### src/rtl/core/pcgm_pkg.sv
// Package: constants, shared multiplier handshake types and the seed mix for the PCG32 generator.
`default_nettype none

package pcgm_pkg;

  localparam logic [63:0] LcgMul      = 64'h5851_f42d_4c95_7f2d;
  localparam logic [63:0] LcgInc      = 64'h1405_7b7e_f767_814f;
  localparam logic [63:0] GoldenGamma = 64'h9e37_79b9_7f4a_7c15;
  localparam logic [63:0] MixMulA     = 64'hbf58_476d_1ce4_e5b9;
  localparam logic [63:0] MixMulB     = 64'h94d0_49bb_1331_11eb;

  localparam int unsigned MixShiftA  = 30;
  localparam int unsigned MixShiftB  = 27;
  localparam int unsigned MixShiftC  = 31;
  localparam int unsigned XshShift   = 22;
  localparam int unsigned RotLsb     = 61;

  typedef struct packed {
    logic        start;
    logic [63:0] a;
    logic [63:0] b;
  } pcgm_mul_req_t;

  typedef struct packed {
    logic        done;
    logic [63:0] product;
  } pcgm_mul_rsp_t;

  function automatic logic [63:0] mix_seed(input logic [63:0] seed);
    logic [63:0] z;
    z = seed + GoldenGamma;
    z = (z ^ (z >> MixShiftA)) * MixMulA;
    z = (z ^ (z >> MixShiftB)) * MixMulB;
    return z ^ (z >> MixShiftC);
  endfunction

  localparam logic [63:0] ResetState = mix_seed(64'd0);

endpackage

`default_nettype wire

### src/rtl/core/pcg32_generator_with_mix_seed.sv
// Top level: PCG XSH RS 64/32 generator with seed mixing, sequenced around one shared multiplier.
// Draw request: output valid once the multiply is done and the output is free; then a new request.
// Reseed request: no output; next request taken once two chained multiplies are done.
// The shared 32x32 multiplier makes four passes per 64-bit product; requests stall while it runs.
// A finished output waits in an output register; the next request is taken while it waits.
// Synchronous active-low reset loads the state with the mix of seed zero; no clearing pass.
`default_nettype none

module pcg32_generator_with_mix_seed (
  input  wire logic        clk,
  input  wire logic        rst_n,
  input  wire logic        in_valid,
  output logic             in_stall,
  input  wire logic [0:0]  in_kind,
  input  wire logic [63:0] in_seed_value,
  output logic             out_valid,
  input  wire logic        out_stall,
  output logic [31:0]      out_random_fraction
);
  import pcgm_pkg::*;

  typedef enum logic [2:0] {
    S_IDLE,
    S_DRAW,
    S_DRAW_OUT,
    S_MIX_A,
    S_MIX_B
  } state_t;

  state_t        state_r, state_nxt;
  logic [63:0]   gen_r, gen_nxt;
  logic [31:0]   word_r, word_nxt;
  logic          out_valid_r, out_valid_nxt;
  logic [31:0]   out_frac_r, out_frac_nxt;
  pcgm_mul_req_t mul_req;
  pcgm_mul_rsp_t mul_rsp;
  logic [63:0]   seed_z;
  logic [63:0]   xsh;
  logic [5:0]    shamt;
  logic [63:0]   draw_shifted;
  logic          out_free;

  pcgm_mul u_mul (
    .clk   (clk),
    .rst_n (rst_n),
    .req   (mul_req),
    .rsp   (mul_rsp)
  );

  assign seed_z       = in_seed_value + GoldenGamma;
  assign xsh          = gen_r ^ (gen_r >> XshShift);
  assign shamt        = 6'(XshShift) + {3'b000, gen_r[63:RotLsb]};
  assign draw_shifted = xsh >> shamt;
  assign out_free     = !out_valid_r || !out_stall;

  assign in_stall            = (state_r != S_IDLE);
  assign out_valid           = out_valid_r;
  assign out_random_fraction = out_frac_r;

  always_comb begin
    state_nxt     = state_r;
    gen_nxt       = gen_r;
    word_nxt      = word_r;
    out_valid_nxt = out_valid_r && out_stall;
    out_frac_nxt  = out_frac_r;
    mul_req.start = 1'b0;
    mul_req.a     = gen_r;
    mul_req.b     = LcgMul;
    unique case (state_r)
      S_IDLE: begin
        if (in_valid) begin
          mul_req.start = 1'b1;
          if (in_kind[0]) begin
            mul_req.a = seed_z ^ (seed_z >> MixShiftA);
            mul_req.b = MixMulA;
            state_nxt = S_MIX_A;
          end else begin
            word_nxt  = draw_shifted[31:0];
            state_nxt = S_DRAW;
          end
        end
      end
      S_DRAW: begin
        if (mul_rsp.done) begin
          gen_nxt = mul_rsp.product + LcgInc;
          if (out_free) begin
            out_valid_nxt = 1'b1;
            out_frac_nxt  = word_r;
            state_nxt     = S_IDLE;
          end else begin
            state_nxt = S_DRAW_OUT;
          end
        end
      end
      S_DRAW_OUT: begin
        if (out_free) begin
          out_valid_nxt = 1'b1;
          out_frac_nxt  = word_r;
          state_nxt     = S_IDLE;
        end
      end
      S_MIX_A: begin
        if (mul_rsp.done) begin
          mul_req.start = 1'b1;
          mul_req.a     = mul_rsp.product ^ (mul_rsp.product >> MixShiftB);
          mul_req.b     = MixMulB;
          state_nxt     = S_MIX_B;
        end
      end
      S_MIX_B: begin
        if (mul_rsp.done) begin
          gen_nxt   = mul_rsp.product ^ (mul_rsp.product >> MixShiftC);
          state_nxt = S_IDLE;
        end
      end
      default: state_nxt = S_IDLE;
    endcase
  end

  always_ff @(posedge clk) begin
    if (!rst_n) begin
      state_r     <= S_IDLE;
      gen_r       <= ResetState;
      out_valid_r <= 1'b0;
    end else begin
      state_r     <= state_nxt;
      gen_r       <= gen_nxt;
      out_valid_r <= out_valid_nxt;
    end
    word_r     <= word_nxt;
    out_frac_r <= out_frac_nxt;
  end

`ifndef SYNTHESIS
  a_done_not_idle: assert property (@(posedge clk) disable iff (!rst_n)
    mul_rsp.done |-> (state_r != S_IDLE))
    else $error("multiply result with no request in flight");
  a_accept_busy: assert property (@(posedge clk) disable iff (!rst_n)
    (in_valid && !in_stall) |=> (state_r != S_IDLE))
    else $error("request accepted without starting work");
  a_wait_has_output: assert property (@(posedge clk) disable iff (!rst_n)
    (state_r == S_DRAW_OUT) |-> out_valid_r)
    else $error("output wait with empty output register");
  a_idle_no_wait: assert property (@(posedge clk) disable iff (!rst_n)
    (state_r == S_DRAW_OUT && out_free) |=> (state_r == S_IDLE && out_valid_r))
    else $error("held output not delivered");
`endif

endmodule

`default_nettype wire

### src/rtl/core/pcgm_mul.sv
// Shared 64x64 mod 2^64 multiplier built from one 32x32 multiplier that forms the partial products in turn.
`default_nettype none

module pcgm_mul (
  input  wire logic                   clk,
  input  wire logic                   rst_n,
  input  wire pcgm_pkg::pcgm_mul_req_t req,
  output pcgm_pkg::pcgm_mul_rsp_t      rsp
);
  import pcgm_pkg::*;

  logic        busy_r, busy_nxt;
  logic [1:0]  step_r, step_nxt;
  logic [63:0] a_r, a_nxt;
  logic [63:0] b_r, b_nxt;
  logic [63:0] prod_r, prod_nxt;
  logic [63:0] acc_r, acc_nxt;
  logic [31:0] mul_a;
  logic [31:0] mul_b;
  logic [63:0] acc_sum;

  assign mul_a   = step_r[1] ? a_r[63:32] : a_r[31:0];
  assign mul_b   = (step_r == 2'd1) ? b_r[63:32] : b_r[31:0];
  assign acc_sum = acc_r + {prod_r[31:0], 32'h0};

  assign rsp.done    = busy_r && (step_r == 2'd3);
  assign rsp.product = acc_sum;

  always_comb begin
    busy_nxt = busy_r;
    step_nxt = step_r;
    a_nxt    = a_r;
    b_nxt    = b_r;
    prod_nxt = prod_r;
    acc_nxt  = acc_r;
    if (busy_r) begin
      step_nxt = step_r + 2'd1;
      prod_nxt = 64'(mul_a * mul_b);
      case (step_r)
        2'd1:    acc_nxt = prod_r;
        2'd2:    acc_nxt = acc_sum;
        2'd3:    busy_nxt = 1'b0;
        default: acc_nxt = acc_r;
      endcase
    end
    if (req.start) begin
      busy_nxt = 1'b1;
      step_nxt = 2'd0;
      a_nxt    = req.a;
      b_nxt    = req.b;
    end
  end

  always_ff @(posedge clk) begin
    if (!rst_n) begin
      busy_r <= 1'b0;
      step_r <= 2'd0;
    end else begin
      busy_r <= busy_nxt;
      step_r <= step_nxt;
    end
    a_r    <= a_nxt;
    b_r    <= b_nxt;
    prod_r <= prod_nxt;
    acc_r  <= acc_nxt;
  end

`ifndef SYNTHESIS
  a_no_start_midway: assert property (@(posedge clk) disable iff (!rst_n)
    (busy_r && step_r != 2'd3) |-> !req.start)
    else $error("multiply restarted before completion");
  a_done_clears: assert property (@(posedge clk) disable iff (!rst_n)
    (rsp.done && !req.start) |=> !busy_r)
    else $error("multiplier busy after done");
  a_step_zero_idle: assert property (@(posedge clk) disable iff (!rst_n)
    $rose(busy_r) |-> step_r == 2'd0)
    else $error("multiply started at wrong step");
`endif

endmodule

`default_nettype wire
### config.mk
export PLATFORM = sky130hd
export DESIGN_NAME = pcg32_generator_with_mix_seed
export DESIGN_NICKNAME = d
export VERILOG_FILES = /design/src/rtl/core/pcgm_pkg.sv /design/src/rtl/core/pcg32_generator_with_mix_seed.sv /design/src/rtl/core/pcgm_mul.sv
export SDC_FILE = /design/constraint.sdc
export NUM_CORES = 2
export LEC_CHECK = 0
export BUFFER_PORTS_ARGS = -buffer_cell sky130_fd_sc_hd__buf_2
export CORE_AREA = 5 5 476 361
export DETAILED_ROUTE_END_ITERATION = 10
export DIE_AREA = 0 0 481 366
export GPL_TIMING_DRIVEN = 0
export MAX_ROUTING_LAYER = met4
export PLACE_DENSITY = 0.49
export RECOVER_POWER = 100
export SLEW_MARGIN = 20
export SYNTH_ARGS = -nofsm -noshare
export SYNTH_HDL_FRONTEND = slang
export SYNTH_SLANG_ARGS = --single-unit
### constraint.sdc
create_clock -name clk -period 22.8 [get_ports clk]
set_input_delay 2.28 -clock clk [delete_from_list [all_inputs] [get_ports clk]]
set_output_delay 2.28 -clock clk [all_outputs]
set_load 0.005 [all_outputs]
==> flow_summary.ini <==
[status]
status = finished, violations left
violations = capacitance limit, slew limit

[worst_setup_path]
r2r-end = u_mul.prod_r[62]
slowest_delay_ns = 0.88
cp.arrival_ns = 13.43
cp_max_fo = 10
worstSetupPathType = reg2reg
critPathCapture = u_mul.prod_r[62]
crit_top_cell = fa_1
end_kind = flop
r2r_slack_ns = 9.63
r2r-start = u_mul.step_r[1]
ff2ff_path_depth = 35
cp.required_ns = 23.05
critPathSlowestCell = clkbuf_1
start_kind = flop
crit_path_start = u_mul.step_r[1]

[layout]
drive_gt1_frac = 0.0550
final_common_cell = inv_1
finalNetCount = 6588
area_delta_synth_final_pct = 9.79
fin_cells = 7613
layout_common_cells = inv_1 (942), fa_1 (865), nor2_1 (572)

[timing]
hold_viol = 0
setup_viol = 0
grt_setup_unrepaired = no
tightest_slew_ns = 3.18
drv_slew = 207
relSlewSlack = -1.12
fin_crit_sh = 0.578
fmax_ghz = 0.0759
fin_setup_tns_ns = 0
fin_worst_skew_ns = 0.0300
period_needed_ns = 13.17

[synthesis]
synth_cells = 5163
synth_top_area_cell = fa_1
synth_top_family_by_area = adder cells
synth_seq_area_share = 0.187
synth_area_leaders = fa_1 (35%), edfxtp_1 (16%), ha_1 (8.3%)
synth_top_area_share = 0.349
netlist_area_um2 = 49600
synth_xor_xnor_area_share = 0.0533
synth_fa_ha_area_frac = 0.432
synth_seq_cells = 333
synth-simple-area-share = 0.122
synth.area.mux_share = 0.0304
yosys_warnings = 0
synth.net_count = 6427
async_flop_share = 0
synth_compound_area_frac = 0.0855
synth-edff-count = 262
synth_cell_types = 85
synth_flop_cell = edfxtp_1
avgSynthCellArea_um2 = 9.61

[global_route]
antenna_found_initial = 24
grt.total_usage = 0.258
globalRouteMet2Util = 0.329
grt_first_pass_wirelength_um = 311000
grt-ovfl-total = 0
grt_pass1_vias = 39400
busiest_layer = met1
grt.met1_usage = 0.399
grt_util_met3 = 0.0785
grt_max_degree = 58

[drt]
drt_iter0_drc = 5086
postRouteAntennaNets = 0
firstDrtPassIters = 6
wirelength_um = 224000
vias = 39700
drc = 0
vias_per_cell = 5.21
wl_per_cell_um = 29.4

[placed_design]
place.gp.congestion = 1.03
dp_hpwl_um = 193000
dp_cells = 7530
numPortBuffers = 101

[die]
fp.dieH_um = 366
rows = 130
ios = 103
core_um2 = 166000
die-area_um2 = 176000
initial_core_util = 0.298
die_x_um = 481

[clock_network]
cts-htree-levels = 2
clkLatencyLatePin_ns = 0.55
cts_sinks = 333
cts-root-buf = clkbuf_16
clockBufferDepth = 3
ctsResizeCount = 0
postCtsSetupRepairBufs = 0
cts_buffers = 35
cts_tree = done
clk_pin_slew_worst_paths_ns = 0.07
cts.hold.buffers_added = 0

[flow_run]
max-cap-violations = 10

[min_path]
hp-class = reg2reg
whs_path_depth = 0
[per-layer routing]
| layer | part of all wire | wire length [um] | vias to the layer above |
|---|---|---|---|
| li1 | - | - | 16800 |
| met1 | 0.48 | 107000 | 20600 |
| met2 | 0.38 | 85100 | 2034 |
| met3 | 0.12 | 27200 | 192 |
| met4 | 0.019 | 4180 | 0 |
| met5 | 0 | 0 | - |
[layout make-up]
class	instances	area (um2)
Antenna cell	20	50.0
Buffer	225	873
Clock buffer	38	897
Clock inverter	24	338
Fill cell	17600	112000
Inverter	958	3600
Multi-Input combinational cell	3647	35900
Sequential cell	333	9290
Tap cell	2244	2810
Timing Repair Buffer	124	712
[through the flow]
| step | hold WS, ns | setup slack, ns | utilization | instance area (um2) |
|---|---|---|---|---|
| finish | 0.417 | 9.63 | 0.327 | 54500 |
| global route | 0.428 | 9.15 | 0.327 | 54500 |
| CTS | 0.419 | 9.99 | 0.329 | 54800 |
| detailed placement | 0.405 | 10.04 | 0.322 | 53500 |
| global placement | 0.409 | 9.50 | 0.318 | 52900 |
| floorplan | 0.400 | 13.72 | - | 49600 |
[synthesized netlist by cell type (67+ instances only)]
| master | n |
|---|---|
| a21oi_1 | 175 |
| nor3_1 | 70 |
| o21ai_0 | 142 |
| mux2_2 | 67 |
| clkbuf_1 | 195 |
| fa_1 | 865 |
| nand2_1 | 429 |
| dfxtp_1 | 71 |
| edfxtp_1 | 262 |
| ha_1 | 330 |
| xnor2_1 | 182 |
| nor2_1 | 574 |
| xor2_1 | 109 |
| inv_1 | 942 |
[critical path: cells and delay by family (launching register included)]
| family | cells | cell delay, ns |
|---|---|---|
| flops | 1 | 0.38 |
| compound gates | 6 | 1.91 |
| buf+inv | 12 | 3.74 |
| mux | 1 | 0.11 |
| fa+ha+maj | 10 | 5.24 |
| simple gates | 6 | 1.47 |
[cells by family (layout without fill, tap and decap cells)]
logic type | Yosys count | count (layout)
flops | 333 | 333
compound gates | 655 | 655
other cells | 0 | 20
fa+ha+maj | 1195 | 1195
xor+xnor | 296 | 296
buf+inv | 1183 | 1369
mux | 120 | 120
simple gates | 1381 | 1381
[how the worst min path moves through the flow]
| stage | start | to | slack, ns |
|---|---|---|---|
| after CTS | word_r[10] | out_random_fraction[10] | 0.42 |
| after detailed placement | word_r[3] | out_random_fraction[3] | 0.40 |
| after floorplan | word_r[0] | out_random_fraction[0] | 0.40 |
| final | word_r[4] | out_random_fraction[4] | 0.42 |
| after global placement | word_r[28] | out_random_fraction[28] | 0.41 |
| after global routing | word_r[3] | out_random_fraction[3] | 0.43 |
[sequential cells by signal, summed over array words and instances (netlist names)]
register             flops
u_mul.b_r                6
word_r                  32
u_mul.acc_r             64
u_mul.a_r               64
out_valid                1
gen_r                   64
out_random_fraction     32
state_r                  3
u_mul.busy_r             1
u_mul.prod_r            64
u_mul.step_r             2
Power is left out: the tool's default activity adds up to more than one toggle a clock period on the data nets, which glitch-free logic cannot reach.
